--- config.mk ---
export PLATFORM = sky130hd
export DESIGN_NAME = snx_cell
export DESIGN_NICKNAME = d
export VERILOG_FILES = /design/src/hw/rtl/snx_pkg.sv /design/src/hw/rtl/snx_cell.sv
export SDC_FILE = /design/constraint.sdc
export NUM_CORES = 2
export LEC_CHECK = 0
export ABC_AREA = 1
export BUFFER_PORTS_ARGS = -buffer_cell sky130_fd_sc_hd__buf_2
export CORE_ASPECT_RATIO = 0.75
export CORE_UTILIZATION = 65
export DETAILED_ROUTE_END_ITERATION = 10
export HOLD_SLACK_MARGIN = 0.03
export PLACE_DENSITY = 0.83
export SETUP_SLACK_MARGIN = 0.5
export SYNTH_ARGS = -nofsm -noshare
export SYNTH_HDL_FRONTEND = slang
export SYNTH_SLANG_ARGS = --single-unit
--- constraint.sdc ---
create_clock -name aclk -period 12.22 [get_ports aclk]
set_input_delay 0.611 -clock aclk [delete_from_list [all_inputs] [get_ports aclk]]
set_output_delay 0.611 -clock aclk [all_outputs]
set_load 0.01 [all_outputs]
--- src/hw/rtl/snx_pkg.sv ---
// Shared constants, tables and helper functions for the 2D simplex noise pipeline.
// Depends on nothing; every module of the block imports it.
package snx_pkg;

    localparam int IN_FRAC_BITS_DEF = 16;
    localparam int OUT_BITS_DEF     = 16;

    // Skew and unskew factors, unsigned Q0.32.
    localparam logic [31:0] F2_Q32 = 32'd1572067139;
    localparam logic [31:0] G2_Q32 = 32'd907633386;

    // Corner offsets are carried in Q.32 over OFS_W bits, then in Q.28 over 32 bits.
    localparam int OFS_BITS = 28;
    localparam int OFS_W    = 36;
    localparam logic [OFS_W-1:0] ONE_Q32  = OFS_W'(64'd1 << 32);
    localparam logic [OFS_W-1:0] OFF2_Q32 = OFS_W'(64'd2 * 64'(G2_Q32)) - ONE_Q32;
    localparam int CONTRIB_W = 35;

    typedef struct packed {
        logic signed [31:0] x;
        logic signed [31:0] y;
        logic [3:0]         g;
    } corner_t;

    localparam logic [7:0] PERM [256] = '{
        8'd151,8'd160,8'd137,8'd91,8'd90,8'd15,8'd131,8'd13,
        8'd201,8'd95,8'd96,8'd53,8'd194,8'd233,8'd7,8'd225,
        8'd140,8'd36,8'd103,8'd30,8'd69,8'd142,8'd8,8'd99,
        8'd37,8'd240,8'd21,8'd10,8'd23,8'd190,8'd6,8'd148,
        8'd247,8'd120,8'd234,8'd75,8'd0,8'd26,8'd197,8'd62,
        8'd94,8'd252,8'd219,8'd203,8'd117,8'd35,8'd11,8'd32,
        8'd57,8'd177,8'd33,8'd88,8'd237,8'd149,8'd56,8'd87,
        8'd174,8'd20,8'd125,8'd136,8'd171,8'd168,8'd68,8'd175,
        8'd74,8'd165,8'd71,8'd134,8'd139,8'd48,8'd27,8'd166,
        8'd77,8'd146,8'd158,8'd231,8'd83,8'd111,8'd229,8'd122,
        8'd60,8'd211,8'd133,8'd230,8'd220,8'd105,8'd92,8'd41,
        8'd55,8'd46,8'd245,8'd40,8'd244,8'd102,8'd143,8'd54,
        8'd65,8'd25,8'd63,8'd161,8'd1,8'd216,8'd80,8'd73,
        8'd209,8'd76,8'd132,8'd187,8'd208,8'd89,8'd18,8'd169,
        8'd200,8'd196,8'd135,8'd130,8'd116,8'd188,8'd159,8'd86,
        8'd164,8'd100,8'd109,8'd198,8'd173,8'd186,8'd3,8'd64,
        8'd52,8'd217,8'd226,8'd250,8'd124,8'd123,8'd5,8'd202,
        8'd38,8'd147,8'd118,8'd126,8'd255,8'd82,8'd85,8'd212,
        8'd207,8'd206,8'd59,8'd227,8'd47,8'd16,8'd58,8'd17,
        8'd182,8'd189,8'd28,8'd42,8'd223,8'd183,8'd170,8'd213,
        8'd119,8'd248,8'd152,8'd2,8'd44,8'd154,8'd163,8'd70,
        8'd221,8'd153,8'd101,8'd155,8'd167,8'd43,8'd172,8'd9,
        8'd129,8'd22,8'd39,8'd253,8'd19,8'd98,8'd108,8'd110,
        8'd79,8'd113,8'd224,8'd232,8'd178,8'd185,8'd112,8'd104,
        8'd218,8'd246,8'd97,8'd228,8'd251,8'd34,8'd242,8'd193,
        8'd238,8'd210,8'd144,8'd12,8'd191,8'd179,8'd162,8'd241,
        8'd81,8'd51,8'd145,8'd235,8'd249,8'd14,8'd239,8'd107,
        8'd49,8'd192,8'd214,8'd31,8'd181,8'd199,8'd106,8'd157,
        8'd184,8'd84,8'd204,8'd176,8'd115,8'd121,8'd50,8'd45,
        8'd127,8'd4,8'd150,8'd254,8'd138,8'd236,8'd205,8'd93,
        8'd222,8'd114,8'd67,8'd29,8'd24,8'd72,8'd243,8'd141,
        8'd128,8'd195,8'd78,8'd66,8'd215,8'd61,8'd156,8'd180
    };

    // Remainder by twelve through a reciprocal multiply; exact for all 8-bit values.
    function automatic logic [3:0] mod12(input logic [7:0] h);
        logic [15:0] p;
        logic [7:0]  q;
        logic [7:0]  r;
        p = 16'(h) * 16'd171;
        q = 8'(p[15:11]);
        r = h - q * 8'd12;
        return r[3:0];
    endfunction

    // Dot product with the edge gradient picked by the index g, from 0 through 11.
    function automatic logic signed [33:0] grad_dot(input logic [3:0] g,
                                                    input logic signed [31:0] x,
                                                    input logic signed [31:0] y);
        logic signed [33:0] xs;
        logic signed [33:0] ys;
        logic signed [33:0] gx;
        logic signed [33:0] gy;
        xs = 34'(x);
        ys = 34'(y);
        case (g) inside
            4'd0, 4'd2, 4'd4, 4'd6: gx = xs;
            4'd1, 4'd3, 4'd5, 4'd7: gx = -xs;
            default:                gx = '0;
        endcase
        case (g) inside
            4'd0, 4'd1, 4'd8, 4'd10: gy = ys;
            4'd2, 4'd3, 4'd9, 4'd11: gy = -ys;
            default:                 gy = '0;
        endcase
        return gx + gy;
    endfunction

endpackage

--- src/hw/rtl/snx_cell.sv ---
// Front end of the noise pipeline: skew, cell floor, unskew, triangle pick and hashing.
// Six register stages; uses snx_pkg for constants and the permutation table.
module snx_cell
    import snx_pkg::*;
#(
    parameter int IN_FRAC_BITS = IN_FRAC_BITS_DEF
) (
    input  logic                aclk,
    input  logic                aresetn,
    input  logic                en,
    input  logic                in_valid,
    input  logic signed [31:0]  in_x,
    input  logic signed [31:0]  in_y,
    output logic                out_valid,
    output corner_t             out_corner [3]
);
    localparam int PXW = 64 - IN_FRAC_BITS;
    localparam int CW  = 33 - IN_FRAC_BITS;
    localparam int TW  = CW + 33;
    localparam int WW  = 68 - IN_FRAC_BITS;
    localparam int NST = 6;

    logic [NST-1:0]        vld_reg;
    logic signed [31:0]    x_reg    [4];
    logic signed [31:0]    y_reg    [4];
    logic signed [32:0]    v_reg;
    logic signed [63:0]    prod_reg;
    logic signed [CW-1:0]  ci_reg   [2];
    logic signed [CW-1:0]  cj_reg   [2];
    logic signed [TW-1:0]  t_reg;
    logic [7:0]            pj0_reg;
    logic [7:0]            pj1_reg;
    logic signed [OFS_W-1:0] x0_reg;
    logic signed [OFS_W-1:0] y0_reg;
    logic [7:0]            h0_reg;
    logic [7:0]            hx_reg;
    logic [7:0]            hy_reg;
    logic [7:0]            h2_reg;
    corner_t               crn_reg  [3];

    logic signed [63:0]    vf2;
    logic signed [PXW-1:0] px3, py3, s3;
    logic signed [PXW:0]   ax3, ay3;
    logic signed [CW:0]    csum4;
    logic signed [TW-1:0]  t4;
    logic [7:0]            cj4;
    logic signed [PXW-1:0] px5, py5;
    logic signed [WW-1:0]  x0w5, y0w5;
    logic [7:0]            ci5;
    logic                  i1_6;
    logic signed [OFS_W-1:0] x1_6, y1_6, x2_6, y2_6;

    always_comb begin
        vf2   = v_reg * $signed({1'b0, F2_Q32});
        px3   = {x_reg[1], (32 - IN_FRAC_BITS)'(0)};
        py3   = {y_reg[1], (32 - IN_FRAC_BITS)'(0)};
        s3    = PXW'(prod_reg >>> IN_FRAC_BITS);
        ax3   = (PXW+1)'(px3) + (PXW+1)'(s3);
        ay3   = (PXW+1)'(py3) + (PXW+1)'(s3);
        csum4 = (CW+1)'(ci_reg[0]) + (CW+1)'(cj_reg[0]);
        t4    = csum4 * $signed({1'b0, G2_Q32});
        cj4   = cj_reg[0][7:0];
        px5   = {x_reg[3], (32 - IN_FRAC_BITS)'(0)};
        py5   = {y_reg[3], (32 - IN_FRAC_BITS)'(0)};
        x0w5  = WW'(px5) - WW'($signed({ci_reg[1], 32'd0})) + WW'(t_reg);
        y0w5  = WW'(py5) - WW'($signed({cj_reg[1], 32'd0})) + WW'(t_reg);
        ci5   = ci_reg[1][7:0];
        // Equal offsets fall to the upper triangle.
        i1_6  = x0_reg > y0_reg;
        x1_6  = x0_reg - (i1_6 ? ONE_Q32 : '0) + OFS_W'(G2_Q32);
        y1_6  = y0_reg - (i1_6 ? '0 : ONE_Q32) + OFS_W'(G2_Q32);
        x2_6  = x0_reg + OFF2_Q32;
        y2_6  = y0_reg + OFF2_Q32;
    end

    always_ff @(posedge aclk) begin
        if (!aresetn) begin
            vld_reg <= '0;
        end else if (en) begin
            vld_reg <= {vld_reg[NST-2:0], in_valid};
        end
    end

    always_ff @(posedge aclk) begin
        if (en) begin
            x_reg[0]  <= in_x;
            y_reg[0]  <= in_y;
            v_reg     <= 33'(in_x) + 33'(in_y);
            for (int k = 1; k < 4; k++) begin
                x_reg[k] <= x_reg[k-1];
                y_reg[k] <= y_reg[k-1];
            end
            prod_reg  <= vf2;
            ci_reg[0] <= ax3[PXW:32];
            cj_reg[0] <= ay3[PXW:32];
            ci_reg[1] <= ci_reg[0];
            cj_reg[1] <= cj_reg[0];
            t_reg     <= t4;
            pj0_reg   <= PERM[cj4];
            pj1_reg   <= PERM[8'(cj4 + 8'd1)];
            x0_reg    <= x0w5[OFS_W-1:0];
            y0_reg    <= y0w5[OFS_W-1:0];
            h0_reg    <= PERM[8'(ci5 + pj0_reg)];
            hx_reg    <= PERM[8'(ci5 + 8'd1 + pj0_reg)];
            hy_reg    <= PERM[8'(ci5 + pj1_reg)];
            h2_reg    <= PERM[8'(ci5 + 8'd1 + pj1_reg)];
            crn_reg[0] <= '{x: x0_reg[OFS_W-1:4], y: y0_reg[OFS_W-1:4], g: mod12(h0_reg)};
            crn_reg[1] <= '{x: x1_6[OFS_W-1:4], y: y1_6[OFS_W-1:4],
                            g: mod12(i1_6 ? hx_reg : hy_reg)};
            crn_reg[2] <= '{x: x2_6[OFS_W-1:4], y: y2_6[OFS_W-1:4], g: mod12(h2_reg)};
        end
    end

    assign out_valid  = vld_reg[NST-1];
    assign out_corner = crn_reg;

endmodule

; Word level (Yosys, flattened, before mapping)
; Memories as Yosys holds them, arrays and structs flattened. A register that Yosys moved wholly into a read port is not among the register bits.
; Index checks and enable logic that the tools add are counted.
[word_totals]
memories = 10
latch_bits = 0
ram_bits = 324
rom_bits = 12288
input_bits = 68
regBits = 414
[op_classes]
eq_ne = 0
mux = 5
order_cmp = 1
div_mod_pow = 0
bitwise_logic = 6
n_mul = 8
reduce_logical = 0
addsub = 23
shift = 0
[memory_table]
columns = memory, words, width, rd, rd_ports_with_merged_regs, write_ports, line_no
row1 = (no name shown), 256, 8, 1, 1, 0, snx_cell.sv:106  ; h2_reg <= PERM[8'(ci5 + 8'd1 + pj1_reg)];
row2 = (no name shown), 256, 8, 1, 1, 0, snx_cell.sv:105  ; hy_reg <= PERM[8'(ci5 + pj1_reg)];
row3 = (no name shown), 256, 8, 1, 1, 0, snx_cell.sv:104  ; hx_reg <= PERM[8'(ci5 + 8'd1 + pj0_reg)];
row4 = (no name shown), 256, 8, 1, 1, 0, snx_cell.sv:103  ; h0_reg <= PERM[8'(ci5 + pj0_reg)];
row5 = (no name shown), 256, 8, 1, 1, 0, snx_cell.sv:100  ; pj1_reg <= PERM[8'(cj4 + 8'd1)];
row6 = (no name shown), 256, 8, 1, 1, 0, snx_cell.sv:99  ; pj0_reg <= PERM[cj4];
row7 = +4 memories, -, -, -, -, -, -
[ops]
columns = op, count
row1 = adder 48 x 48 -> 49 bit, 2
row2 = "adder 36 x 30 -> 36 bit, second input constant", 2
row3 = adder 36 bit, 2
row4 = "adder 36 bit, second input constant", 2
row5 = subtractor 36 x 33 -> 36 bit, 2
row6 = subtractor 36 bit, 2
row7 = two-way mux 33 bit, 2
row8 = "multiplier 33 x 32 -> 64 bit, second input constant", 1
row9 = NOT 8 -> 9 bit, 6
row10 = "multiplier 8 x 8 -> 16 bit, second input constant", 3
row11 = greater-than comparator 36 bit, 1
row12 = "multiplier 18 x 30 -> 35 bit, second input constant", 1
row13 = adder 32 x 32 -> 33 bit, 1
row14 = adder 8 bit, 4
row15 = adder 17 x 17 -> 18 bit, 1
row16 = "adder 8 x 1 -> 8 bit, second input constant", 2
row17 = "multiplier 5 x 2 -> 2 bit, second input constant", 3
row18 = subtractor 4 bit, 3
row19 = two-way mux 8 bit, 1
row20 = two-way mux 1 bit, 2

; Depth between registers and ports, before layout
[logic_depth]
ltp_word = 5
ltp_mapped = 38
mapped_depth_nobuf = 38

; Worst setup path before layout
; OpenSTA, ideal clock, no wires.
[synth_timing]
path_type = reg2reg
startpoint = reg v_reg[32]
endpoint = reg prod_reg[60] (data pin)
slack_ns = 3.739
setup_time_ns = 0.261
arrival_ns = 8.220
synth_period_minus_slack_ns = 8.481
t_required_ns = 11.959
path_stages_with_launch = 26
path_buffers = 0
path_cell_list = edfxtp_1 ha_1 xnor2_1 ha_1 fa_1 inv_1 fa_1 fa_1 fa_1 inv_1 fa_1 fa_1 ha_1 nand2_1 nor2_1 inv_1 nor2_1 inv_1 nor4_1 nand3_1 nand3_1 nand3_1 o211ai_1 nand2_1 nand3_1 xor2_1
[synth_via]
elab_chain_len = 1
[synth_rtl]
columns = element, line_no
row1 = "start, declared", snx_cell.sv:26  ; logic signed [32:0] v_reg;
row2 = "start signal, assigned", snx_cell.sv:88  ; v_reg <= 33'(in_x) + 33'(in_y);
row3 = multiplier 33 x 32 -> 64 bit, snx_cell.sv:54  ; vf2 = v_reg * $signed({1'b0, F2_Q32});
row4 = net vf2[60], snx_cell.sv:41  ; logic signed [63:0] vf2;
row5 = "end signal, assigned", snx_cell.sv:93  ; prod_reg <= vf2;
row6 = "end, declared", snx_cell.sv:27  ; logic signed [63:0] prod_reg;
; The timed path passes the listed nets, and every way through them passes these cells.
; A chain may end at the register's enable or synchronous reset.

; Worst setup path in the final report
[layout_timing]
startpoint = reg v_reg[31]
endpoint = reg prod_reg[60] (data pin)
; Same word-level chain as after synthesis.

==> results.yml <==
status:
  status: "complete, but fails checks"
  failed_checks: "design-rule violations"
place:
  gp_congestion: 1.09
  port_buffers: 272
  place_hpwl_mm: 233
floorplan:
  initial_core_util_pct: 65.8
  core-area_um2: 120000
  row_count: 110
  dieHeight_um: 304
  ios: 273
  die-area_um2: 123000
  die_width_um: 405
sta:
  layout_min_cycle_time_ps: 8660
  slew_headroom_pct: 7.43
  grt_setup_unrepaired: "false"
  final.setup.tns_ps: 0
  finalSetupViolations: 0
  worstMarginPinSlew_ps: 1380
  finClkSkew_ps: 71.7
  finalCritPeriodShare_pct: 70.8
  finalHoldViolations: 0
  max_freq_ghz: 0.116
  maxSlewViolCount: 0
synth:
  syn_inst: 9235
  async_reset_ff_share_pct: 0
  synth_ff_type: "edfxtp_1"
  synthMostInstantiatedCell: "inv_1"
  netlist_area_um2: 79200
  synth_edf_count: 625
  synth.top_cell.area_share_pct: 23.7
  synthTopCellsByArea: "edfxtp_1, fa_1, ha_1, inv_1, nand2_1"
  syn_area_per_cell_um2: 8.58
  synthTopCellsByCount: "inv_1, nand2_1, ha_1, fa_1, nor2_1"
  synth-seq-area-share_pct: 23.8
  yosysTopAreaCell: "edfxtp_1"
  yosys_warnings: 0
  synth_nets: 11024
  ys_seq_elements: 631
  yosysUniqueCellTypes: 73
global_route:
  grt_pass1_wl_mm: 441
  track_usage_pct: 47.3
  grt-ovfl-total: 0
  grt_max_degree: 193
  top_usage_layer: "met2"
  use_met2_pct: 67.1
  use_met1_pct: 63.1
  antenna_found_initial: 9
  grt_pass1_vias: 72047
  grt_util_met3_pct: 19.3
routing:
  postRouteAntennaNets: 0
  drcViolationCount: 16
  dr.pass1.iters: 11
  wirelength_mm: 296
  drt-vias-per-instance: 6.68
  vias: 73744
  drt_iter0_drc: 13019
  post_drt_wl_per_cell_um: 26.9
clocking:
  cts_sinks: 631
  root_buffer: "clkbuf_16"
  post_cts_resized: 0
  worstSkewPairLatency_ps: 720
  cts_hold_buffers: 0
  clk_path_buf_depth: 3
  cts_setup_buffers: 0
  h-tree-depth: 3
  cts_tree: "yes"
  numCtsBuffers: 66
  clk_pin_slew_worst_paths_ps: 60
layout:
  multiInputGateArea_um2: 52300
  largest_register_ffs: 168
  seqCellArea_um2: 18900
  fin_nets: 11142
  syn_to_final_growth_pct: 6.16
  fillers: 8856
  drive_gt1_share_pct: 5.86
run:
  maxCapViolations: 0
critical_path:
  cp-end-kind: "flop"
  crit_type: "reg2reg"
  cp_max_fo: 9
  required_ps: 12640
  worstPathArrival_ps: 9080
  start_kind: "flop"
hold_path:
  worstHoldPathType: "in2reg"
metrics by stage:
stage | hold WS (ps) | std cells | utilization [%] | setup WS (ps) | cell area, um2
6_report | 125 | 11034 | 69.8 | 3560 | 84100
5_1_grt | 121 | 11026 | 69.8 | 3600 | 84100
4_1_cts | 103 | 11025 | 69.8 | 4030 | 84100
3_5_place_dp | 405 | 10909 | 68.0 | 4090 | 81900
3_3_place_gp | 400 | 10909 | 68.0 | 4400 | 81900
2_1_floorplan | 400 | 9235 | - | 3740 | 79200
cell type report:
class / instances / area share, %
Clock inverter: 41 / 0.558
Clock buffer: 75 / 2.00
Sequential cell: 631 / 22.5
Inverter: 1814 / 8.10
Multi-Input combinational cell: 6496 / 62.1
Tap cell: 1624 / 2.42
Antenna cell: 9 / 0.0268
Timing Repair Buffer: 344 / 2.29
path summary, 6_finish.rpt:
path | start | to | slack [ps] | cells past startpoint
setup reg to reg | v_reg[31] | prod_reg[60] | 3560 | 26
hold reg to reg | y_reg[2][6] | y_reg[3][6] | 410 | 0
hold / removal | in_x[23] | x_reg[0][23] | 130 | 1
setup / recovery | v_reg[31] | prod_reg[60] | 3560 | 26
worst max-delay path, stage by stage, from the launching register on:
cell and delay [ps]:
edfxtp_1 710, inv_1 320, ha_1 490, xnor2_1 650, ha_1 430, fa_1 600, inv_1 80, fa_1 490
fa_1 540, fa_1 540, inv_1 80, fa_1 560, fa_1 480, ha_1 370, nand2_1 180, nor2_1 60
inv_1 70, nor2_1 50, inv_1 80, a21oi_1 60, nor4_1 470, nand3_1 440, nand3_1 180, o211ai_1 130
nand2_1 90, nand3_1 80, xor2_1 160
placed cells by master (no fill, tap or decap), types with 30 or more instances in the layout:
master / synthesis / final
ha_1: 1011 / 1011
nand3_1: 499 / 499
nor3_1: 94 / 94
o22ai_1: 30 / 30
o221ai_1: 47 / 47
a21oi_1: 504 / 504
buf_4: 43 / 71
nand4_1: 91 / 91
edfxtp_1: 625 / 625
o2111ai_1: 30 / 30
a31oi_1: 71 / 71
o311ai_0: 65 / 65
nor2_1: 709 / 709
xnor2_1: 101 / 100
inv_1: 1791 / 1788
fa_1: 710 / 710
clkbuf_16: 0 / 66
nand2_1: 1076 / 1071
xor2_1: 267 / 262
o21ai_0: 662 / 662
o211ai_1: 186 / 186
buf_2: 79 / 271
cells by family (layout without fill, tap and decap cells):
group	after synthesis	after routing	share of synthesized area, %
buffers and inverters	2108	2274	10.3
adders and majority gates	1721	1721	33.9
AOI/OAI and AO/OA	1854	1854	14.1
xor gates and xnor gates	372	372	4.15
other	0	9	0
DFF	631	631	23.8
and+or+nand+nor	2549	2549	13.6
metal layers:
metal,routed length [um],up-vias
li1,-,31079
met3,49500,1409
met5,104,-
met1,109000,34726
met2,121000,6516
met4,17000,14
Power is not shown: default switching activity piles up to over one toggle a cycle in this logic, so the estimate is an artifact.
