File: src/hw/rtl/snx_pkg.sv
// Shared constants, tables and helper functions for the 2D simplex noise pipeline.
// Depends on nothing; every module of the block imports it.
package snx_pkg;

    localparam int IN_FRAC_BITS_DEF = 16;
    localparam int OUT_BITS_DEF     = 16;

    // Skew and unskew factors, unsigned Q0.32.
    localparam logic [31:0] F2_Q32 = 32'd1572067139;
    localparam logic [31:0] G2_Q32 = 32'd907633386;

    // Corner offsets are carried in Q.32 over OFS_W bits, then in Q.28 over 32 bits.
    localparam int OFS_BITS = 28;
    localparam int OFS_W    = 36;
    localparam logic [OFS_W-1:0] ONE_Q32  = OFS_W'(64'd1 << 32);
    localparam logic [OFS_W-1:0] OFF2_Q32 = OFS_W'(64'd2 * 64'(G2_Q32)) - ONE_Q32;
    localparam int CONTRIB_W = 35;

    typedef struct packed {
        logic signed [31:0] x;
        logic signed [31:0] y;
        logic [3:0]         g;
    } corner_t;

    localparam logic [7:0] PERM [256] = '{
        8'd151,8'd160,8'd137,8'd91,8'd90,8'd15,8'd131,8'd13,
        8'd201,8'd95,8'd96,8'd53,8'd194,8'd233,8'd7,8'd225,
        8'd140,8'd36,8'd103,8'd30,8'd69,8'd142,8'd8,8'd99,
        8'd37,8'd240,8'd21,8'd10,8'd23,8'd190,8'd6,8'd148,
        8'd247,8'd120,8'd234,8'd75,8'd0,8'd26,8'd197,8'd62,
        8'd94,8'd252,8'd219,8'd203,8'd117,8'd35,8'd11,8'd32,
        8'd57,8'd177,8'd33,8'd88,8'd237,8'd149,8'd56,8'd87,
        8'd174,8'd20,8'd125,8'd136,8'd171,8'd168,8'd68,8'd175,
        8'd74,8'd165,8'd71,8'd134,8'd139,8'd48,8'd27,8'd166,
        8'd77,8'd146,8'd158,8'd231,8'd83,8'd111,8'd229,8'd122,
        8'd60,8'd211,8'd133,8'd230,8'd220,8'd105,8'd92,8'd41,
        8'd55,8'd46,8'd245,8'd40,8'd244,8'd102,8'd143,8'd54,
        8'd65,8'd25,8'd63,8'd161,8'd1,8'd216,8'd80,8'd73,
        8'd209,8'd76,8'd132,8'd187,8'd208,8'd89,8'd18,8'd169,
        8'd200,8'd196,8'd135,8'd130,8'd116,8'd188,8'd159,8'd86,
        8'd164,8'd100,8'd109,8'd198,8'd173,8'd186,8'd3,8'd64,
        8'd52,8'd217,8'd226,8'd250,8'd124,8'd123,8'd5,8'd202,
        8'd38,8'd147,8'd118,8'd126,8'd255,8'd82,8'd85,8'd212,
        8'd207,8'd206,8'd59,8'd227,8'd47,8'd16,8'd58,8'd17,
        8'd182,8'd189,8'd28,8'd42,8'd223,8'd183,8'd170,8'd213,
        8'd119,8'd248,8'd152,8'd2,8'd44,8'd154,8'd163,8'd70,
        8'd221,8'd153,8'd101,8'd155,8'd167,8'd43,8'd172,8'd9,
        8'd129,8'd22,8'd39,8'd253,8'd19,8'd98,8'd108,8'd110,
        8'd79,8'd113,8'd224,8'd232,8'd178,8'd185,8'd112,8'd104,
        8'd218,8'd246,8'd97,8'd228,8'd251,8'd34,8'd242,8'd193,
        8'd238,8'd210,8'd144,8'd12,8'd191,8'd179,8'd162,8'd241,
        8'd81,8'd51,8'd145,8'd235,8'd249,8'd14,8'd239,8'd107,
        8'd49,8'd192,8'd214,8'd31,8'd181,8'd199,8'd106,8'd157,
        8'd184,8'd84,8'd204,8'd176,8'd115,8'd121,8'd50,8'd45,
        8'd127,8'd4,8'd150,8'd254,8'd138,8'd236,8'd205,8'd93,
        8'd222,8'd114,8'd67,8'd29,8'd24,8'd72,8'd243,8'd141,
        8'd128,8'd195,8'd78,8'd66,8'd215,8'd61,8'd156,8'd180
    };

    // Remainder by twelve through a reciprocal multiply; exact for all 8-bit values.
    function automatic logic [3:0] mod12(input logic [7:0] h);
        logic [15:0] p;
        logic [7:0]  q;
        logic [7:0]  r;
        p = 16'(h) * 16'd171;
        q = 8'(p[15:11]);
        r = h - q * 8'd12;
        return r[3:0];
    endfunction

    // Dot product with the edge gradient picked by the index g, from 0 through 11.
    function automatic logic signed [33:0] grad_dot(input logic [3:0] g,
                                                    input logic signed [31:0] x,
                                                    input logic signed [31:0] y);
        logic signed [33:0] xs;
        logic signed [33:0] ys;
        logic signed [33:0] gx;
        logic signed [33:0] gy;
        xs = 34'(x);
        ys = 34'(y);
        case (g) inside
            4'd0, 4'd2, 4'd4, 4'd6: gx = xs;
            4'd1, 4'd3, 4'd5, 4'd7: gx = -xs;
            default:                gx = '0;
        endcase
        case (g) inside
            4'd0, 4'd1, 4'd8, 4'd10: gy = ys;
            4'd2, 4'd3, 4'd9, 4'd11: gy = -ys;
            default:                 gy = '0;
        endcase
        return gx + gy;
    endfunction

endpackage

File: src/hw/rtl/snx_sum.sv
// Sum of the three corner contributions, scaling by 70, rounding and saturation.
// Three register stages ending in the output register; uses snx_pkg.
module snx_sum
    import snx_pkg::*;
#(
    parameter int OUT_BITS = OUT_BITS_DEF
) (
    input  logic                        aclk,
    input  logic                        aresetn,
    input  logic                        en,
    input  logic                        in_valid,
    input  logic signed [CONTRIB_W-1:0] c0,
    input  logic signed [CONTRIB_W-1:0] c1,
    input  logic signed [CONTRIB_W-1:0] c2,
    output logic                        out_valid,
    output logic signed [OUT_BITS-1:0]  out_value
);
    localparam int SH = OFS_BITS - (OUT_BITS - 1);
    localparam int SW = CONTRIB_W + 2;
    localparam int MW = SW + 8;
    localparam logic signed [MW-1:0] LIM = MW'((64'd1 << (OUT_BITS - 1)) - 64'd1);

    logic [2:0]                 vld_reg;
    logic signed [SW-1:0]       sum_reg;
    logic signed [MW-1:0]       rnd_reg;
    logic signed [OUT_BITS-1:0] out_reg;

    logic signed [MW-1:0] scaled, shifted;
    logic signed [OUT_BITS-1:0] sat;

    always_comb begin
        scaled  = MW'(sum_reg) * MW'(70) + MW'(64'd1 << (SH - 1));
        shifted = rnd_reg >>> SH;
        if (shifted > LIM) begin
            sat = OUT_BITS'(LIM);
        end else if (shifted < -LIM) begin
            sat = OUT_BITS'(-LIM);
        end else begin
            sat = shifted[OUT_BITS-1:0];
        end
    end

    always_ff @(posedge aclk) begin
        if (!aresetn) begin
            vld_reg <= '0;
        end else if (en) begin
            vld_reg <= {vld_reg[1:0], in_valid};
        end
    end

    always_ff @(posedge aclk) begin
        if (en) begin
            sum_reg <= SW'(c0) + SW'(c1) + SW'(c2);
            rnd_reg <= scaled;
            out_reg <= sat;
        end
    end

    assign out_valid = vld_reg[2];
    assign out_value = out_reg;

endmodule
File: config.mk
export PLATFORM = sky130hd
export DESIGN_NAME = snx_sum
export DESIGN_NICKNAME = d
export VERILOG_FILES = /design/src/hw/rtl/snx_pkg.sv /design/src/hw/rtl/snx_sum.sv
export SDC_FILE = /design/constraint.sdc
export NUM_CORES = 1
export LEC_CHECK = 0
export BUFFER_PORTS_ARGS = -buffer_cell sky130_fd_sc_hd__buf_4
export CAP_MARGIN = 40
export CORE_UTILIZATION = 33
export DETAILED_ROUTE_END_ITERATION = 7
export SLEW_MARGIN = 20
export SYNTH_ARGS = -nofsm -noshare
export SYNTH_HDL_FRONTEND = slang
export SYNTH_SLANG_ARGS = --single-unit
File: constraint.sdc
create_clock -name aclk -period 7.1 [get_ports aclk]
set_clock_uncertainty 0.2 [all_clocks]
set_input_delay 1.065 -clock aclk [delete_from_list [all_inputs] [get_ports aclk]]
set_output_delay 1.065 -clock aclk [all_outputs]
set_load 0.03 [all_outputs]
# ---- Word level (Yosys, flattened, before mapping)
# Cells that the tools add are included.
dict set report totals {
  out_inout_bits 17
  regBits 101
  inputBits 109
}
dict set report classes {
  n_mul 1
  magnitude_cmp 2
  n_mux 1
  addsub 3
  n_reduce_logical 1
}
# cell n
set ops {}
lappend ops {{45-bit by 13-bit adder with 45-bit output (second input constant)} 1}
lappend ops {{45-bit by 6-bit multiplier with 44-bit output (second input constant)} 1}
lappend ops {{36-bit by 35-bit adder with 37-bit output} 1}
lappend ops {{35-bit by 35-bit adder with 36-bit output} 1}
lappend ops {{32-bit by 16-bit > comparator with 1-bit output (second input constant)} 1}
lappend ops {{32-bit by 16-bit < comparator with 1-bit output (second input constant)} 1}
lappend ops {{16-bit two-way mux} 1}
lappend ops {{2-bit OR reduction} 1}

# ---- Longest topological paths before layout
# Gate-level depths: netlist of the first run.
dict set report logic_depth {
  word_depth 2
  ltp_mapped 18
  depth_no_buf 18
}

# ---- Least setup slack after synthesis of the first run
# No wires, ideal clock.
dict set report synth_path {
  path_type {reg-to-reg}
  from {register sum_reg[15]}
  to {register rnd_reg[41] (data pin)}
  arrival_ns 4.505
  stages_incl_launch_ff 18
  setup_slack_ns 2.127
  synth_period_minus_slack_ns 4.973
  t_required_ns 6.632
  setup_ns 0.268
  cell_sequence {edfxtp_1 -> ha_1 -> ha_1 -> inv_1 -> fa_1 -> inv_1 -> ha_1 -> a21oi_1 -> o211ai_1 -> a21boi_2 -> a31oi_1 -> a2111oi_2 -> o21bai_1 -> xor2_2 -> nand3_2 -> or3_4 -> or3_1 -> xnor2_1}
}
dict set report synth_between {
  elab_chain_cells 2
}
# item line_no
set synth_lines {}
lappend synth_lines {{start: declaration} snx_sum.sv:24} ;# logic signed [SW-1:0] sum_reg;
lappend synth_lines {{start signal: assignment} snx_sum.sv:53} ;# sum_reg <= SW'(c0) + SW'(c1) + SW'(c2);
lappend synth_lines {{45-bit by 6-bit multiplier with 44-bit output} snx_sum.sv:32} ;# scaled = MW'(sum_reg) * MW'(70) + MW'(64'd1 << (SH - 1));
lappend synth_lines {{45-bit by 13-bit adder with 45-bit output} snx_sum.sv:32}
lappend synth_lines {{via scaled[41]} snx_sum.sv:28} ;# logic signed [MW-1:0] scaled, shifted;
lappend synth_lines {{end signal: assignment} snx_sum.sv:54} ;# rnd_reg <= scaled;
lappend synth_lines {{end: declaration} snx_sum.sv:25} ;# logic signed [MW-1:0] rnd_reg;
# The timed path passes the listed nets, and every way through them passes these cells.
# A chain may end at the register's enable or synchronous reset.

# ---- Worst setup path after layout of the first run
dict set report layout_path {
  from {register sum_reg[14]}
  to {register rnd_reg[44] (data pin)}
}
# The elaborated chain is that of the path after synthesis.

==> results of run 1 <==
==> cells in the final DEF (no fill, tap or decap), types with 7 or more instances in the layout <==
cell	count
nand2b_1	11
nor3_1	14
or2_2	7
nor2_1	48
inv_1	177
nor2b_1	12
o21a_1	9
a31oi_1	9
ha_1	145
xnor2_1	50
a21oi_1	73
clkbuf_16	9
nand3_1	25
nor4_1	13
edfxtp_1	85
a21o_1	50
nand2_1	69
o21ai_0	38
o21bai_1	13
nand4_1	20
buf_4	126
fa_1	68
xor2_1	29
and3_1	15
==> path summary, 6_finish.rpt <==
check	from	cells past startpoint	slack, ns	endpoint
worst min register to register	vld_reg[2]	2	0.32	vld_reg[2]
worst max register to register	sum_reg[14]	17	1.49	rnd_reg[44]
worst min-delay path	vld_reg[2]	2	0.32	vld_reg[2]
worst max-delay path	sum_reg[14]	17	1.49	rnd_reg[44]
==> worst max-delay path, cell delays in order, from the launching register on <==
cell	delay, ns
edfxtp_1	0.43
ha_1	0.33
ha_1	0.27
inv_1	0.05
fa_1	0.54
inv_1	0.05
ha_1	0.43
a21oi_1	0.40
o21ai_0	0.21
a21oi_1	0.40
o21ai_0	0.26
nor3_1	0.27
xnor2_1	0.21
and3_2	0.26
nand4_1	0.21
nor3_1	0.52
a311o_1	0.25
nand3_1	0.07
==> logic make-up (layout without fill, tap and decap cells) <==
logic type / after synthesis / count (layout) / synth area share
AO/OA/AOI/OAI: 260 / 260 / 0.167
XOR/XNOR: 80 / 80 / 0.0669
adder cells (fa/ha/maj): 213 / 213 / 0.300
buffers and inverters: 197 / 323 / 0.0777
flip-flops: 88 / 88 / 0.247
multiplexers: 6 / 6 / 0.00567
AND/OR/NAND/NOR: 271 / 271 / 0.137
==> layout make-up <==
class,instances,area [um2],share of cell area
multi-input combinational,830,7150,0.584
inverter,178,668,0.0545
clock inverter,4,77.6,0.00633
tap,402,503,0.0410
timing repair buffer,129,983,0.0802
sequential,88,2610,0.213
clock buffer,12,256,0.0209
==> per-stage QoR <==
stage | setup slack, ns | hold slack [ns]
floorplan | 2.13 | 0.282
global placement | 1.52 | 0.301
detailed placement | 1.53 | 0.312
CTS | 1.50 | 0.327
global route | 1.04 | 0.357
finish | 1.49 | 0.320
==> routing by layer <==
metal	track usage	up-vias
met5	0	-
met3	0.0121	13
met1	0.182	3712
li1	-	4157
met2	0.220	128
met4	0.0373	0
==> flow_summary.json, run 1 <==
{
  "outcome": "complete, no violations",
  "io_buffers": 125,
  "grt_pass1_vias": 7948,
  "holdBufCountCts": 0,
  "antenna_cells": 0,
  "die_x_um": 181,
  "cts_setup_buffers": 0,
  "slew_violations": 0,
  "yosys.area.top_type": "edfxtp_1",
  "hold_path_class": "reg -> reg",
  "grt_pass1_wl_um": 36500,
  "tightest_slew_ns": 0.631,
  "netlist_area_um2": 10600,
  "crit_required_ns": 6.99,
  "synth.net_count": 1437,
  "area_growth_pct": 15.7,
  "clkTransAtPathRegs_ns": 0.06,
  "cts.sinks": 88,
  "fin_nets": 1558,
  "end_kind": "flip-flop",
  "fill_cells": 3173,
  "final.period_utilization": 0.790,
  "fp-row-count": 65,
  "drt_iter0_markers": 341,
  "critPathLaunchType": "flip-flop",
  "grt_remaining_overflow": 0,
  "yosysSeqAreaShare": 0.247,
  "yosysMostFrequentCell": "inv_1",
  "largest_register_ffs": 37,
  "synth_common_cells": "177 x inv_1, 145 x ha_1, 85 x edfxtp_1",
  "htreeDepth": 3,
  "totalWireLength_um": 21100,
  "arrival_ns": 5.50,
  "maxCapViolCount": 0,
  "ys_types": 89,
  "clock_latency_ns": 0.35,
  "detail_route.first_pass.iterations": 4,
  "coreArea_um2": 31600,
  "place_congestion": 0.842,
  "cts_root_buf": "clkbuf_16",
  "wl_met1_um": 10700,
  "drc": 0,
  "synth_edf_count": 85,
  "rsz0062_at_grt": "no",
  "fmax_mhz": 178,
  "antenna_found_initial": 0,
  "path_max_fanout": 9,
  "ys.warnings.count": 0,
  "highest_layer": "met4",
  "dp.cells": 1626,
  "synth_seq_cells": 88,
  "synth_ff_type": "edfxtp_1",
  "numCtsBuffers": 9,
  "start_util": 0.336,
  "syn_inst": 1115,
  "placed_area_um2": 11900,
  "track_usage": 0.132,
  "final_cell_area_um2": 12300,
  "die-area_um2": 32800,
  "drive_above_1_share": 0.148,
  "num_vias": 8010,
  "vias_per_cell": 4.88,
  "finalNonFillerCells": 1643,
  "pin_count": 126,
  "cts_resized": 0,
  "wl_met3_um": 623,
  "finalSetupViolCount": 0,
  "cts_tree": "built",
  "wl_met2_um": 9600,
  "criticalPathCategory": "reg -> reg",
  "grt_start_max_net_pins": 52,
  "tns_ns": 0,
  "synth.avg_cell_area_um2": 9.50,
  "dp_hpwl_um": 18100,
  "synthTopCellsByArea": "edfxtp_1 24%, ha_1 17%, fa_1 13%",
  "die_height_um": 181,
  "async_flop_share": 0,
  "clockBufferDepth": 2,
  "utilization": 0.388,
  "yosys.area.top_type_share": 0.241,
  "ant_nets": 0,
  "hold_violations": 0,
  "wl_per_cell_um": 12.9,
  "min_period_ns": 5.61,
  "slew_headroom": 0.575
}
Power of run 1 is left out: the tool's default activity adds up to more than one toggle a clock period on the data nets, which glitch-free logic cannot reach.
==> run 2, diff against run 1 <==
==> constraint.sdc (replaced) <==
create_clock -name aclk -period 5 [get_ports aclk]
set_clock_uncertainty 0.2 [all_clocks]
set_input_delay 0.75 -clock aclk [delete_from_list [all_inputs] [get_ports aclk]]
set_output_delay 0.75 -clock aclk [all_outputs]
set_load 0.03 [all_outputs]
==> flow_summary.json, run 2 (synthesis results as in run 1) <==
{
  "final_common_cell": "buf_4",
  "num_vias": 8505,
  "hold_path_class": "reg -> reg",
  "end_kind": "flip-flop",
  "final.period_utilization": 0.998,
  "grt_pass1_vias": 8530,
  "r2r-end": "rnd_reg[41]",
  "fin_nets": 1707,
  "grt_remaining_overflow": 0,
  "cts_root_buf": "clkbuf_16",
  "wl_met1_um": 11200,
  "slew_violations": 0,
  "drc": 0,
  "tightest_slew_ns": 0.648,
  "min_to": "vld_reg[2]",
  "cts_tree": "built",
  "slew_headroom": 0.563,
  "final_cell_mix": "274 x buf_4, 172 x inv_1, 132 x ha_1",
  "worstHoldPathCells": 2,
  "r2r_cells": 18,
  "pin_count": 126,
  "r2r_slack_ns": 0.01,
  "arrival_ns": 4.89,
  "fill_cells": 3046,
  "rr_startpoint": "sum_reg[8]",
  "grt_start_max_net_pins": 64,
  "coreArea_um2": 31600,
  "clkTransAtPathRegs_ns": 0.07,
  "path_max_fanout": 4,
  "clockBufferDepth": 2,
  "die-area_um2": 32800,
  "crit_required_ns": 4.90,
  "drive_above_1_share": 0.289,
  "largest_register_ffs": 37,
  "hold_violations": 0,
  "ant_nets": 0,
  "holdBufCountCts": 0,
  "min_period_ns": 4.99,
  "htreeDepth": 3,
  "numCtsBuffers": 9,
  "start_util": 0.336,
  "grt_pass1_wl_um": 38700,
  "placed_area_um2": 12800,
  "dp_hpwl_um": 18900,
  "totalWireLength_um": 22500,
  "maxCapViolCount": 0,
  "fmax_mhz": 200,
  "rsz0062_at_grt": "yes",
  "criticalPathCategory": "reg -> reg",
  "die_height_um": 181,
  "vias_per_cell": 4.75,
  "final_cell_area_um2": 13800,
  "min_from": "vld_reg[1]",
  "place_congestion": 0.854,
  "wl_met3_um": 505,
  "track_usage": 0.142,
  "die_x_um": 181,
  "finalSetupViolCount": 0,
  "cts.sinks": 88,
  "outcome": "complete, no violations",
  "wl_per_cell_um": 12.6,
  "area_growth_pct": 30.7,
  "wl_met2_um": 10600,
  "antenna_found_initial": 0,
  "highest_layer": "met4",
  "antenna_cells": 0,
  "critPathLaunchType": "flip-flop",
  "fp-row-count": 65,
  "clock_latency_ns": 0.36,
  "drt_iter0_markers": 336,
  "io_buffers": 125,
  "detail_route.first_pass.iterations": 4
}
run 2: layer usage:
metal	vias up	GRT usage
li1	4455	-
met1	3929	0.192
met2	110	0.242
met3	11	0.0115
met4	0	0.0383
met5	-	0
run 2: stage by stage:
stage          setup TNS [ns]  hold WS [ns]  setup slack, ns  cells  utilization
2_1_floorplan               0         0.282           0.0269   1115            -
6_report                    0         0.325           0.0108   1792        0.439
3_5_place_dp            -1.05         0.313           -0.276   1746        0.406
5_1_grt                 -1.31         0.363           -0.227   1792        0.439
3_3_place_gp           -0.727         0.293           -0.240   1746        0.406
4_1_cts               -0.0123         0.327          -0.0123   1787        0.435
run 2: repair_timing:
action,in CTS,in global routing
buffers inserted,27,4
endpoints found under the hold margin,0,0
pin swaps,55,5
setup endpoints to repair,8,10
resized for setup,89,12
run 2: worst max-delay path, stage by stage, from the launching register on:
cell and delay [ns]:
edfxtp_1 0.43, ha_1 0.32, ha_1 0.28, inv_1 0.05, fa_1 0.52, inv_1 0.06, ha_4 0.29, nand3_2 0.09
buf_4 0.15, nor3_4 0.26, o21ai_2 0.13, a31o_4 0.24, xor2_2 0.16, a311oi_2 0.24, and4_4 0.28, nand4_1 0.15
or3_4 0.42, or3_4 0.34, xnor2_1 0.12
run 2: layout make-up:
| class | instances | area (um2) | area share |
|---|---|---|---|
| clock buffer | 9 | 225 | 0.0163 |
| clock inverter | 7 | 68.8 | 0.00497 |
| inverter | 178 | 668 | 0.0483 |
| multi-input combinational | 830 | 7650 | 0.553 |
| sequential | 88 | 2610 | 0.189 |
| tap | 402 | 503 | 0.0364 |
| timing repair buffer | 278 | 2110 | 0.153 |
run 2: worst max path at each step:
stage | start | end | slack [ns]
2_1_floorplan | sum_reg[15] | rnd_reg[41] | 0.03
3_3_place_gp | sum_reg[8] | rnd_reg[41] | -0.24
3_5_place_dp | sum_reg[8] | rnd_reg[41] | -0.28
4_1_cts | sum_reg[11] | rnd_reg[41] | -0.01
5_1_grt | sum_reg[12] | rnd_reg[41] | -0.23
6_report | sum_reg[8] | rnd_reg[41] | 0.01
Power of run 2 is left out for the same reason.
==> run 3, diff against run 2 <==
--- a/config.mk
+++ b/config.mk
@@ -7,8 +7,9 @@
 export LEC_CHECK = 0
 export BUFFER_PORTS_ARGS = -buffer_cell sky130_fd_sc_hd__buf_4
 export CAP_MARGIN = 40
-export CORE_UTILIZATION = 33
+export CORE_UTILIZATION = 60
 export DETAILED_ROUTE_END_ITERATION = 7
+export PLACE_DENSITY = 0.82
 export SLEW_MARGIN = 20
 export SYNTH_ARGS = -nofsm -noshare
 export SYNTH_HDL_FRONTEND = slang
==> constraint.sdc (replaced) <==
create_clock -name aclk -period 5.5 [get_ports aclk]
set_clock_uncertainty 0.2 [all_clocks]
set_input_delay 0.825 -clock aclk [delete_from_list [all_inputs] [get_ports aclk]]
set_output_delay 0.825 -clock aclk [all_outputs]
set_load 0.03 [all_outputs]
==> flow_summary.json, run 3 (synthesis results as in run 1) <==
{
  "top_usage_layer": "met2",
  "largest_register_ffs": 37,
  "fmax_mhz": 188,
  "drive_above_1_share": 0.187,
  "clockBufferDepth": 2,
  "cts_tree": "built",
  "fin_nets": 1577,
  "die-area_um2": 18200,
  "totalWireLength_um": 21900,
  "finalNonFillerCells": 1485,
  "ant_nets": 0,
  "coreArea_um2": 17200,
  "die_height_um": 135,
  "arrival_ns": 5.21,
  "clock_latency_ns": 0.35,
  "slew_violations": 0,
  "drc": 0,
  "hold_path_class": "reg -> reg",
  "outcome": "complete, no violations",
  "die_x_um": 135,
  "cts.sinks": 88,
  "holdBufCountCts": 0,
  "place_congestion": 0.915,
  "final_common_cell": "inv_1",
  "critPathLaunchType": "flip-flop",
  "dp.cells": 1465,
  "finalSetupViolCount": 0,
  "detail_route.first_pass.iterations": 6,
  "fp-row-count": 48,
  "final_cell_mix": "177 x inv_1, 147 x buf_4, 138 x ha_1",
  "antenna_cells": 0,
  "dpl_worst_slack_ns": 0.0305,
  "io_buffers": 125,
  "hold_violations": 0,
  "cts_root_buf": "clkbuf_16",
  "met2_usage": 0.435,
  "track_usage": 0.251,
  "start_util": 0.614,
  "num_vias": 8452,
  "maxCapViolCount": 0,
  "grt_pass1_wl_um": 36700,
  "wl_per_cell_um": 14.7,
  "fill_cells": 1245,
  "fin_ws_ns": 0.181,
  "grt_start_max_net_pins": 52,
  "end_kind": "flip-flop",
  "pin_count": 126,
  "path_max_fanout": 10,
  "criticalPathCategory": "reg -> reg",
  "dp_hpwl_um": 17700,
  "slew_headroom": 0.525,
  "grt_remaining_overflow": 0,
  "drt_iter0_markers": 468,
  "crit_required_ns": 5.39,
  "utilization": 0.717,
  "vias_per_cell": 5.69,
  "final.period_utilization": 0.967,
  "tightest_slew_ns": 0.712,
  "area_growth_pct": 16.6,
  "antenna_found_initial": 0,
  "htreeDepth": 3,
  "grt_pass1_vias": 8168,
  "min_period_ns": 5.32,
  "use_met3": 0.0270,
  "numCtsBuffers": 9,
  "use_met1": 0.329,
  "clkTransAtPathRegs_ns": 0.06
}
==> run 3: changes by cell type in the layout (fill, tap and decap cells not counted), moves of 4 or more <==
cell	change
ha_4	-13
ha_1	+6
buf_4	-127
inv_2	-5
o21ai_1	-4
ha_2	+7
a21oi_1	+8
inv_1	+5
o21ai_0	+5
a21oi_2	-8
==> run 3: worst paths after layout <==
check / start / to / slack (ns) / cells past startpoint
setup reg to reg: sum_reg[10] / rnd_reg[41] / 0.18 / 17
hold reg to reg: vld_reg[2] / vld_reg[2] / 0.32 / 2
setup / recovery: sum_reg[10] / rnd_reg[41] / 0.18 / 17
hold / removal: vld_reg[2] / vld_reg[2] / 0.32 / 2
==> run 3: area by class of cell <==
type / count / area, um2 / share of cell area
clock inverters: 4 / 77.6 / 0.00628
inverters: 178 / 668 / 0.0541
flip-flops and latches: 88 / 2610 / 0.212
multi-input cells: 830 / 7330 / 0.594
repair buffers: 148 / 1130 / 0.0916
well taps: 225 / 282 / 0.0228
clock buffers: 12 / 246 / 0.0200
==> run 3: worst max-delay path: stages (launching register included) <==
cell      delay, ns
edfxtp_1       0.43
ha_1           0.32
ha_1           0.28
inv_1          0.05
fa_1           0.55
inv_1          0.06
ha_2           0.43
nand2_2        0.17
nor4_4         0.19
nand4_1        0.23
a31oi_4        0.27
a211oi_1       0.13
or3_1          0.41
a32oi_2        0.29
nand3_2        0.14
or3_4          0.43
or3_1          0.33
xnor2_1        0.13
==> run 3: through the flow <==
| stage | hold WS [ns] | instance area (um2) | TNS, ns |
|---|---|---|---|
| floorplan | 0.282 | 10600 | 0 |
| global placement | 0.302 | 11800 | 0 |
| detailed placement | 0.316 | 11800 | 0 |
| CTS | 0.328 | 12200 | 0 |
| global route | 0.369 | 12400 | -0.0344 |
| finish | 0.320 | 12400 | 0 |
==> run 3: repair_timing <==
item / in CTS / in global routing
pin swaps: 0 / 6
buffers inserted: 0 / 4
endpoints found under the setup margin: 2 / 9
cloned: 0 / 0
resized for setup: 1 / 39
endpoints found under the hold margin: 0 / 0
==> run 3: layer usage <==
metal | up-vias | share of wire | wire (um)
met4 | 0 | 0.017 | 376
met1 | 3964 | 0.46 | 10000
met5 | - | 0 | 0
met3 | 28 | 0.041 | 896
met2 | 252 | 0.48 | 10600
li1 | 4208 | - | -
Power of run 3 is left out for the same reason.
